File: config.mk
export PLATFORM = sky130hd
export DESIGN_NAME = tga_uncompressed_stream_parser
export DESIGN_NICKNAME = d
export VERILOG_FILES = /design/src/rtl/tgap_pkg.sv /design/src/rtl/tgap_front.sv /design/src/rtl/tgap_fifo.sv /design/src/rtl/tgap_back.sv /design/src/rtl/tga_uncompressed_stream_parser.sv
export SDC_FILE = /design/constraint.sdc
export NUM_CORES = 1
export LEC_CHECK = 0
export ABC_AREA = 1
export BUFFER_PORTS_ARGS = -buffer_cell sky130_fd_sc_hd__clkbuf_2
export CORE_MARGIN = 2
export CORE_UTILIZATION = 40
export DETAILED_ROUTE_END_ITERATION = 16
export GPL_TIMING_DRIVEN = 0
export SETUP_SLACK_MARGIN = 0.5
export SYNTH_ARGS = -nofsm -noshare
export SYNTH_HDL_FRONTEND = slang
export SYNTH_HIERARCHICAL = 1
export SYNTH_SLANG_ARGS = --single-unit
File: constraint.sdc
create_clock -name clk -period 10.3 [get_ports clk]
set_clock_uncertainty 0.15 [all_clocks]
set_input_delay 2.06 -clock clk [delete_from_list [all_inputs] [get_ports clk]]
set_output_delay 2.06 -clock clk [all_outputs]
set_load 0.02 [all_outputs]
File: src/rtl/tgap_pkg.sv
`timescale 1ns / 1ps
package tgap_pkg;

  localparam logic [1:0] PHASE_HEADER = 2'd0;
  localparam logic [1:0] PHASE_PIXELS = 2'd1;
  localparam logic [1:0] PHASE_IDLE   = 2'd2;

  localparam logic [2:0] ST_PIXEL  = 3'd0;
  localparam logic [2:0] ST_ACCEPT = 3'd1;
  localparam logic [2:0] ST_BADSIG = 3'd2;
  localparam logic [2:0] ST_ZERO   = 3'd3;
  localparam logic [2:0] ST_DEPTH  = 3'd4;
  localparam logic [2:0] ST_TRUNC  = 3'd5;

  localparam logic [4:0] SIG_LEN  = 5'd12;
  localparam logic [4:0] POS_WLO  = 5'd12;
  localparam logic [4:0] POS_WHI  = 5'd13;
  localparam logic [4:0] POS_HLO  = 5'd14;
  localparam logic [4:0] POS_HHI  = 5'd15;
  localparam logic [4:0] POS_DEP  = 5'd16;
  localparam logic [4:0] HDR_LAST = 5'd17;

  localparam logic [7:0] DEPTH24 = 8'd24;
  localparam logic [7:0] DEPTH32 = 8'd32;

  localparam int QAW    = 2;
  localparam int QDEPTH = 1 << QAW;
  localparam logic [QAW:0] QFULL = (QAW + 1)'(QDEPTH);

  typedef struct packed {
    logic [1:0]  cnt;
    logic [2:0]  status;
    logic [7:0]  b0;
    logic [7:0]  b1;
    logic [7:0]  b2;
    logic [15:0] width;
    logic [15:0] height;
    logic        alpha;
    logic        last;
  } cmd_t;

  function automatic logic [7:0] sig_byte(input logic [4:0] pos);
    sig_byte = (pos == 5'd2) ? 8'd2 : 8'd0;
  endfunction

endpackage

File: src/rtl/tgap_front.sv
`timescale 1ns / 1ps
module tgap_front (
  input  logic               clk,
  input  logic               rst,
  input  logic               accept,
  input  logic [7:0]         data_byte,
  input  logic               file_start,
  input  logic               file_end,
  output logic               push,
  output tgap_pkg::cmd_t     cmd
);

  logic [1:0]  phase, phase_next;
  logic [4:0]  hpos, hpos_next;
  logic [15:0] width, width_next;
  logic [15:0] height, height_next;
  logic        four, four_next;
  logic [1:0]  pip, pip_next;
  logic [7:0]  held0, held0_next;
  logic [7:0]  held1, held1_next;
  logic [31:0] left, left_next;

  logic [1:0]  e_phase;
  logic [4:0]  e_hpos;
  logic [15:0] e_width, e_height;
  logic        e_four;
  logic [1:0]  e_pip;
  logic [7:0]  e_held0, e_held1;
  logic [31:0] e_left;
  logic        done, last;
  logic [31:0] left_dec;

  always_comb begin
    e_phase  = file_start ? tgap_pkg::PHASE_HEADER : phase;
    e_hpos   = file_start ? 5'd0 : hpos;
    e_width  = file_start ? 16'd0 : width;
    e_height = file_start ? 16'd0 : height;
    e_four   = file_start ? 1'b0 : four;
    e_pip    = file_start ? 2'd0 : pip;
    e_held0  = file_start ? 8'd0 : held0;
    e_held1  = file_start ? 8'd0 : held1;
    e_left   = file_start ? 32'd0 : left;

    phase_next  = e_phase;
    hpos_next   = e_hpos;
    width_next  = e_width;
    height_next = e_height;
    four_next   = e_four;
    pip_next    = e_pip;
    held0_next  = e_held0;
    held1_next  = e_held1;
    left_next   = e_left;
    done        = 1'b0;
    last        = 1'b0;
    left_dec    = e_left;

    cmd        = '0;
    cmd.b0     = data_byte;
    cmd.b1     = e_held1;
    cmd.b2     = e_held0;

    case (e_phase)
      tgap_pkg::PHASE_HEADER: begin
        cmd.b0 = 8'd0;
        if (e_hpos == tgap_pkg::POS_WLO) width_next[7:0] = data_byte;
        if (e_hpos == tgap_pkg::POS_WHI) width_next[15:8] = data_byte;
        if (e_hpos == tgap_pkg::POS_HLO) height_next[7:0] = data_byte;
        if (e_hpos == tgap_pkg::POS_HHI) height_next[15:8] = data_byte;
        if (e_hpos == tgap_pkg::POS_DEP) held0_next = data_byte;
        if (e_hpos < tgap_pkg::SIG_LEN && data_byte != tgap_pkg::sig_byte(e_hpos)) begin
          width_next  = e_width;
          height_next = e_height;
          phase_next  = tgap_pkg::PHASE_IDLE;
          cmd.cnt     = 2'd1;
          cmd.status  = tgap_pkg::ST_BADSIG;
        end else if (e_hpos < tgap_pkg::HDR_LAST) begin
          hpos_next = e_hpos + 5'd1;
          if (file_end) begin
            phase_next = tgap_pkg::PHASE_IDLE;
            cmd.cnt    = 2'd1;
            cmd.status = tgap_pkg::ST_TRUNC;
          end
        end else begin
          hpos_next = 5'd0;
          cmd.cnt   = 2'd1;
          if (e_width == 16'd0 || e_height == 16'd0) begin
            phase_next = tgap_pkg::PHASE_IDLE;
            cmd.status = tgap_pkg::ST_ZERO;
          end else if (e_held0 != tgap_pkg::DEPTH24 && e_held0 != tgap_pkg::DEPTH32) begin
            phase_next = tgap_pkg::PHASE_IDLE;
            cmd.status = tgap_pkg::ST_DEPTH;
          end else begin
            four_next  = (e_held0 == tgap_pkg::DEPTH32);
            left_next  = {16'd0, e_width} * {16'd0, e_height};
            pip_next   = 2'd0;
            held0_next = 8'd0;
            if (file_end) begin
              phase_next = tgap_pkg::PHASE_IDLE;
              cmd.status = tgap_pkg::ST_TRUNC;
            end else begin
              phase_next = tgap_pkg::PHASE_PIXELS;
              cmd.status = tgap_pkg::ST_ACCEPT;
            end
          end
        end
        cmd.width  = width_next;
        cmd.height = height_next;
        cmd.alpha  = four_next;
      end
      tgap_pkg::PHASE_PIXELS: begin
        case (e_pip)
          2'd0: begin
            held0_next = data_byte;
            pip_next   = 2'd1;
          end
          2'd1: begin
            held1_next = data_byte;
            pip_next   = 2'd2;
          end
          2'd2: begin
            pip_next = e_four ? 2'd3 : 2'd0;
            done     = !e_four;
          end
          default: begin
            pip_next = 2'd0;
            done     = 1'b1;
          end
        endcase
        if (done && e_left != 32'd0) left_dec = e_left - 32'd1;
        left_next  = left_dec;
        last       = done && left_dec == 32'd0;
        cmd.width  = e_width;
        cmd.height = e_height;
        cmd.alpha  = e_four;
        if (file_end && !last) begin
          phase_next = tgap_pkg::PHASE_IDLE;
          cmd.cnt    = 2'd1;
          cmd.status = tgap_pkg::ST_TRUNC;
          cmd.b0     = 8'd0;
        end else begin
          if (e_pip == 2'd2) begin
            cmd.cnt  = 2'd3;
            cmd.last = !e_four && last;
          end else if (e_pip == 2'd3) begin
            cmd.cnt  = 2'd1;
            cmd.last = last;
          end
          cmd.status = tgap_pkg::ST_PIXEL;
          if (last) phase_next = tgap_pkg::PHASE_IDLE;
        end
      end
      default: begin
      end
    endcase
  end

  assign push = accept && cmd.cnt != 2'd0;

  always_ff @(posedge clk) begin
    if (rst) begin
      phase  <= tgap_pkg::PHASE_HEADER;
      hpos   <= 5'd0;
      width  <= 16'd0;
      height <= 16'd0;
      four   <= 1'b0;
      pip    <= 2'd0;
      held0  <= 8'd0;
      held1  <= 8'd0;
      left   <= 32'd0;
    end else if (accept) begin
      phase  <= phase_next;
      hpos   <= hpos_next;
      width  <= width_next;
      height <= height_next;
      four   <= four_next;
      pip    <= pip_next;
      held0  <= held0_next;
      held1  <= held1_next;
      left   <= left_next;
    end
  end

endmodule

File: src/rtl/tgap_fifo.sv
`timescale 1ns / 1ps
module tgap_fifo (
  input  logic           clk,
  input  logic           rst,
  input  logic           push,
  input  tgap_pkg::cmd_t wr_cmd,
  input  logic           pop,
  output tgap_pkg::cmd_t rd_cmd,
  output logic           full,
  output logic           empty
);

  tgap_pkg::cmd_t entries [tgap_pkg::QDEPTH];
  logic [tgap_pkg::QAW-1:0] wr_ptr;
  logic [tgap_pkg::QAW-1:0] rd_ptr;
  logic [tgap_pkg::QAW:0]   count;

  assign full   = count == tgap_pkg::QFULL;
  assign empty  = count == '0;
  assign rd_cmd = entries[rd_ptr];

  always_ff @(posedge clk) begin
    if (push) entries[wr_ptr] <= wr_cmd;
  end

  always_ff @(posedge clk) begin
    if (rst) begin
      wr_ptr <= '0;
      rd_ptr <= '0;
      count  <= '0;
    end else begin
      if (push) wr_ptr <= wr_ptr + 1'b1;
      if (pop) rd_ptr <= rd_ptr + 1'b1;
      if (push && !pop) count <= count + 1'b1;
      else if (pop && !push) count <= count - 1'b1;
    end
  end

endmodule

File: src/rtl/tgap_back.sv
`timescale 1ns / 1ps
module tgap_back (
  input  logic           clk,
  input  logic           rst,
  input  tgap_pkg::cmd_t head,
  input  logic           empty,
  output logic           pop,
  output logic           out_valid,
  input  logic           out_ready,
  output logic [7:0]     pixel_byte,
  output logic [2:0]     status,
  output logic [15:0]    image_width,
  output logic [15:0]    image_height,
  output logic           has_alpha,
  output logic           last_of_image
);

  logic [1:0] idx;
  logic       final_sub;

  assign final_sub = idx == head.cnt - 2'd1;
  assign out_valid = !empty;
  assign pop       = out_valid && out_ready && final_sub;

  always_comb begin
    case (idx)
      2'd0:    pixel_byte = head.b0;
      2'd1:    pixel_byte = head.b1;
      default: pixel_byte = head.b2;
    endcase
  end

  assign status        = head.status;
  assign image_width   = head.width;
  assign image_height  = head.height;
  assign has_alpha     = head.alpha;
  assign last_of_image = final_sub && head.last;

  always_ff @(posedge clk) begin
    if (rst) begin
      idx <= 2'd0;
    end else if (out_valid && out_ready) begin
      idx <= final_sub ? 2'd0 : idx + 2'd1;
    end
  end

endmodule

File: src/rtl/tga_uncompressed_stream_parser.sv
`timescale 1ns / 1ps
// Results enter the 4-entry queue as their bytes are accepted. Bytes are taken
// one per cycle while the queue is not full; results leave one per cycle while
// out_ready is high, and a three-byte pixel is one entry giving three results.
// Reset (rst, synchronous): parser returns to header phase, queue empties.
module tga_uncompressed_stream_parser (
  input  logic        clk,
  input  logic        rst,
  input  logic        in_valid,
  output logic        in_ready,
  input  logic [7:0]  data_byte,
  input  logic        file_start,
  input  logic        file_end,
  output logic        out_valid,
  input  logic        out_ready,
  output logic [7:0]  pixel_byte,
  output logic [2:0]  status,
  output logic [15:0] image_width,
  output logic [15:0] image_height,
  output logic        has_alpha,
  output logic        last_of_image
);

  tgap_pkg::cmd_t wr_cmd;
  tgap_pkg::cmd_t head;
  logic           push, pop, full, empty, accept;

  assign in_ready = !full;
  assign accept   = in_valid && in_ready;

  tgap_front u_front (
    .clk        (clk),
    .rst        (rst),
    .accept     (accept),
    .data_byte  (data_byte),
    .file_start (file_start),
    .file_end   (file_end),
    .push       (push),
    .cmd        (wr_cmd)
  );

  tgap_fifo u_fifo (
    .clk    (clk),
    .rst    (rst),
    .push   (push),
    .wr_cmd (wr_cmd),
    .pop    (pop),
    .rd_cmd (head),
    .full   (full),
    .empty  (empty)
  );

  tgap_back u_back (
    .clk           (clk),
    .rst           (rst),
    .head          (head),
    .empty         (empty),
    .pop           (pop),
    .out_valid     (out_valid),
    .out_ready     (out_ready),
    .pixel_byte    (pixel_byte),
    .status        (status),
    .image_width   (image_width),
    .image_height  (image_height),
    .has_alpha     (has_alpha),
    .last_of_image (last_of_image)
  );

endmodule
Word-level counts from Yosys, hierarchy flattened
Memories as Yosys holds them, arrays and structs flattened. A register that Yosys moved wholly into a read port is not among the register bits.
Index checks and enable logic that the tools add are counted.
W data, S select, Z words.
{ "totals": {"reg_bits": 99, "latch_bits": 0, "ramBits": 252, "romBits": 0, "word_cells": 157, "mem_count": 1} }
{ "mem_list": {"columns": ["name", "depth", "word_bits", "rd", "rd_clocked_by_memory_dff", "write_ports", "line_no", "source"], "rows": [
  ["u_fifo.entries", 4, 63, 1, 1, 1, "tgap_fifo.sv:13", "tgap_pkg::cmd_t entries [tgap_pkg::QDEPTH];"]
]} }
{ "classes": {"add_sub_neg": 8, "mul": 1, "n_div": 0, "order_cmp": 2, "eq_ne": 17, "n_shift": 0, "n_mux": 84, "n_bitwise": 0, "reduce_logical": 31} }
{ "ops": {"columns": ["operator", "n"], "rows": [
  ["$mux W32", 7],
  ["$mux W8", 15],
  ["$mux W16", 6],
  ["$pmux W33 S2", 1],
  ["$pmux W32 S2", 1],
  ["$mux W2", 20],
  ["$logic_not A16 Y1", 2],
  ["$logic_not A32 Y1", 1],
  ["$mul A16 B16 Y32", 1],
  ["$pmux W8 S2", 2],
  ["$reduce_bool A32 Y1", 1],
  ["$sub A32 B1 Y32 const B", 1],
  ["$mux W5", 6],
  ["$pmux W13 S2", 1],
  ["$eq A5 B4 Y1 const B", 4],
  ["$mux W3", 5],
  ["$mux W1", 14],
  ["$logic_and A1 B1 Y1", 13],
  ["$eq A8 B6 Y1 const B", 1],
  ["$mux W4", 2],
  ["$ne A8 B5 Y1 const B", 1],
  ["$ne A8 B6 Y1 const B", 1],
  ["$ne A8 B8 Y1", 1],
  ["$pmux W2 S2", 2],
  ["21 further kinds", 34]
]} }

Longest topological paths before layout
{ "depth": {"ltp_word": 20, "mapped_depth": 35, "depth_no_buf": 32} }

Cells and area by module
Netlist, hierarchy kept.
{ "modules_own_cells": {"columns": ["module", "instances", "cells_each", "area_each_um2"], "rows": [
  ["tgap_front", 1, 2370, 15976.6],
  ["tgap_fifo", 1, 667, 10029.6],
  ["tgap_back", 1, 91, 604.3],
  ["tga_uncompressed_stream_parser", 1, 3, 13.8]
]} }

Least setup slack after synthesis
Ideal clock, no wire load.
{ "synth_path": {"kind": "input -> register", "from": "input port file_start", "to": "register u_front.left[31]", "setup_ps": 116, "arrival_ps": 7680, "t_required_ps": 10034, "slack_ps": 2353, "cell_stages": 32, "path_buffers": 4, "path_cell_list": "inv_2 buf_6 buf_6 buf_6 nand2_1 inv_1 clkbuf_1 nand2_1 fa_1 fa_1 inv_1 fa_1 fa_1 fa_1 inv_1 fa_1 inv_1 ha_1 a21oi_1 inv_1 a21oi_1 inv_1 a21oi_1 nor2_1 nor2_1 o21ai_0 nand2_1 nand2_1 o21ai_1 nand2_1 o211ai_1 inv_1"} }
{ "synth_via": {"elab_chain_len": 9, "word_cells_on_any_way": 40, "cone_classes": "add/sub (1); mul (1); order compare (2); eq/ne (7); mux (18); reduce/logical (11)"} }
{ "synth_rtl": {"columns": ["element", "line_no", "source"], "rows": [
  ["from (decl)", "tga_uncompressed_stream_parser.sv:12", "input logic file_start,"],
  ["parallel branches: the longest is 8 deep, another holds $mul A16 B16 Y32", null, null],
  ["$pmux W32 S2 *", "tgap_front.sv:62", "case (e_phase)"],
  ["to (signal assigned)", "tgap_front.sv:179", "left <= left_next;"],
  ["to (decl)", "tgap_front.sv:21", "logic [31:0] left, left_next;"]
]} }
Mark *: on every way between the ends. The select of a mux whose other input is x is not followed.
A chain may end at the register's enable or synchronous reset.

Worst setup path in the final report
Ends and elaborated chain as after synthesis.

==> summary.txt <==
Setup path
  – CP required: 10.61 ns
  – Critical path destination: u_front/left[31]$_SDFFE_PP0P_
  – Crit path top cell by count: fa_1
  – Critical path's largest stage delay: 0.94 ns
  – Worst setup SP type: input pin
  – RR Startpoint: u_front/height[14]$_SDFFE_PP0P_
  – Setup crit start: file_start
  – FF-to-FF End: u_front/left[31]$_SDFFE_PP0P_
  – Depth of the worst register-to-register path: 27
  – R2R setup slack: around 2.7 ns
  – Slowest CP cell: nor2_1
  – CP Class: in -> reg
  – Endpoint type of the worst setup path: flop
  – Data arrival, critical path: 9.46 ns
  – Maximum fanout along the worst path: 10

Clocking
  – CTS tree: built
  – Resized Gates After CTS: 0
  – Clock Sinks: 353
  – Hold_buf cts: 0
  – CTS root buf: clkbuf_16
  – Clk pin slew, worst setup/hold paths: 0.06 ns
  – Post-CTS Setup Inserts: 0
  – Clock Latency Late Sink: 0.57 ns
  – # H-tree levels: 2
  – CTS Buf Count: 38
  – Maximum clock insertion buffer count: 3

STA
  – Setup tns final: 0 ns
  – Final Hold Slack: 0.285 ns
  – Slew HR: 0.138
  – Fin worst setup slack: between 1 and 1.5 ns
  – Slew at the pin with the worst max-slew slack: roughly 1.3 ns
  – Fmax: about 0.11 GHz
  – Final hold vios: 0
  – Tcrit/Tclk final: 0.889
  – Min cycle time layout: just over 9 ns
  – Final setup vio count: 0
  – RSZ-0062 raised after global routing: no
  – Fin. max-slew vios: 0

Route
  – First drt pass iteration count: 7
  – Drt wl/cell: between 20 and 25 um
  – DR vias/cell: 5.50
  – Post-route ant nets: 0
  – Drt drc: 0
  – WL final: 86700 um
  – First DRT Iteration DRCs: ~2400
  – Vias: 22700

Global route
  – Initial antenna violation count: 0
  – GRT Util Overall: 0.252
  – Largest net degree at the start of global routing: 59
  – Overflow after GRT: 0
  – First-pass GRT wire length: 131000 um
  – Vias in the first global route: between 20000 and 25000

Power
  – Pleak: 12.9 nW
  – Power Dens Cells: 190 nW/um^2
  – Max VDD drop: around 0.000089 V

Placement
  – Place WS: 0.644 ns
  – GP Congestion: between 0.9 and 1
  – IO buf count: 60
  – Final HPWL DP: 66200 um

Cells and area
  – Layout cells sized above 1: 0.106
  – Utilization after layout: 0.447
  – Diodes inserted: 0
  – Final #Nets: 3562
  – Area delta synth->final: 10.6%

Job
  – Total of max-cap violations: 0

Yosys
  – Distinct cells, synth: between 50 and 60
  – Synthesized area: 26600 sq um
  – Syn_area_per_cell: 8.50 sq um
  – Synth Register Bits: approximately 350
  – Mapped Cells: 3131
  – Register area share after synthesis: 0.360
  – Ys Warns: 6
  – Net Count, Synth: 3458

Die
  – Row count: 94
  – CORE AREA: 65900 sq um
  – Initial Utilization: 0.404
  – Chip height: 262 um
  – I/O pin count: 61
  – Die area: 68600 sq um
  – Die Wd: 262 um

Worst hold path
  – Hold Startpoint: u_fifo/rd_ptr[1]$_SDFFE_PP0P_
  – Hold path cells: 1
  – Hold WC Path Type: reg -> reg

Status
  – Status: complete, no violations
## final cells by class
class	instances	area (sq um)
fillers	6562	36400
inverters	445	1700
clock buffers	56	1120
repair buffers	64	410
flip-flops and latches	353	9590
multi-input cells	2148	14300
well taps	864	1080
plain buffers	185	1020
clock inverters	14	195
## cell usage after synthesis (all sizes together)
master | instances | area share
a221oi | 22 | 0.0075
a21o | 6 | 0.0017
edfxtp | 252 | 0.28
inv | 431 | 0.061
ha | 118 | 0.055
o221ai | 1 | 0.00033
o21a | 2 | 0.00056
o21bai | 2 | 0.00056
buf | 94 | 0.025
a31oi | 21 | 0.0049
clkbuf | 91 | 0.013
xor2 | 19 | 0.0063
a211oi | 10 | 0.0028
a22oi | 13 | 0.0037
fa | 195 | 0.15
nor3 | 13 | 0.0024
nand2 | 556 | 0.081
nand3 | 70 | 0.013
nor4 | 10 | 0.0026
a21oi | 205 | 0.039
o211ai | 31 | 0.0089
o41ai | 1 | 0.00033
nor3b | 1 | 0.00028
a41oi | 1 | 0.00033
a21boi | 1 | 0.00028
nor2 | 417 | 0.064
xnor2 | 10 | 0.0033
o21ai | 338 | 0.065
or2 | 1 | 0.00024
nand3b | 2 | 0.00056
o31ai | 2 | 0.00056
dfxtp | 101 | 0.076
nand4 | 16 | 0.0038
o22ai | 64 | 0.022
clkinv | 14 | 0.0022
## worst max-delay path: cells and delay by family
| kind | cells | cell delay (ns) |
|---|---|---|
| adders and majority gates | 7 | 3.23 |
| buffers and inverters | 8 | 1.42 |
| and+or+nand+nor | 7 | 1.61 |
| AOI/OAI and AO/OA | 6 | 1.11 |
## power breakdown
part / internal (W) / total (W) / switching (W)
clock: 0.000861 / 0.00144 / 0.000575
combinational: 0.000729 / 0.00234 / 0.00161
sequential: 0.00173 / 0.00182 / 0.0000870
## logic make-up (layout without fill, tap and decap cells)
| kind of cell | after synthesis | in the layout | synth area share |
|---|---|---|---|
| flip-flops | 353 | 353 | 0.360 |
| XOR/XNOR | 29 | 29 | 0.00954 |
| AND/OR/NAND/NOR | 1086 | 1086 | 0.168 |
| buffers and inverters | 630 | 764 | 0.102 |
| AO/OA/AOI/OAI | 720 | 720 | 0.159 |
| adder cells (fa/ha/maj) | 313 | 313 | 0.202 |
## routing by layer
| metal | vias to the layer above | GRT usage | wire length [um] |
|---|---|---|---|
| met4 | 0 | 0.0904 | 3190 |
| met2 | 1035 | 0.414 | 40300 |
| met1 | 11000 | 0.343 | 36400 |
| met5 | - | 0 | 0 |
| li1 | 10500 | - | - |
| met3 | 204 | 0.0340 | 6770 |
## per-stage QoR
stage                     std cells  power (W)  instance area (sq um)
after floorplan                3131    0.00338                  26600
after global placement         4055    0.00415                  28000
after CTS                      4129    0.00560                  29400
final                          4129    0.00560                  29400
after global routing           4129    0.00589                  29400
after detailed placement       4059    0.00416                  28100
## layout by cell type (no fill, tap or decap), drive strengths merged
| master | count |
|---|---|
| a211oi | 10 |
| a21boi | 1 |
| a21o | 6 |
| a21oi | 205 |
| a221oi | 22 |
| a22oi | 13 |
| a31oi | 21 |
| a41oi | 1 |
| buf | 98 |
| bufinv | 4 |
| clkbuf | 207 |
| clkinv | 20 |
| dfxtp | 101 |
| edfxtp | 252 |
| fa | 195 |
| ha | 118 |
| inv | 435 |
| nand2 | 556 |
| nand3 | 70 |
| nand3b | 2 |
| nand4 | 16 |
| nor2 | 417 |
| nor3 | 13 |
| nor3b | 1 |
| nor4 | 10 |
| o211ai | 31 |
| o21a | 2 |
| o21ai | 338 |
| o21bai | 2 |
| o221ai | 1 |
| o22ai | 64 |
| o31ai | 2 |
| o41ai | 1 |
| or2 | 1 |
| xnor2 | 10 |
| xor2 | 19 |
## worst min-delay path by stage
| stage | endpoint | slack (ns) |
|---|---|---|
| final | u_fifo/rd_ptr[1]$_SDFFE_PP0P_ | 0.29 |
| after global routing | flop | 0.29 |
| after CTS | flop | 0.29 |
| after detailed placement | u_fifo/rd_ptr[1]$_SDFFE_PP0P_ | 0.28 |
| after global placement | u_fifo/rd_ptr[1]$_SDFFE_PP0P_ | 0.28 |
| after floorplan | flop | 0.26 |
## state kept, by name, summed over array words and instances (netlist names), 3 cells and up, named ones only
name and flops:
u_fifo/entries 252, u_front/height 16, u_front/width 16, u_fifo/count 3, u_front/held1 8, u_front/hpos 5
u_front/left 32, u_front/held0 8
Power figures use the tool's default switching activity.
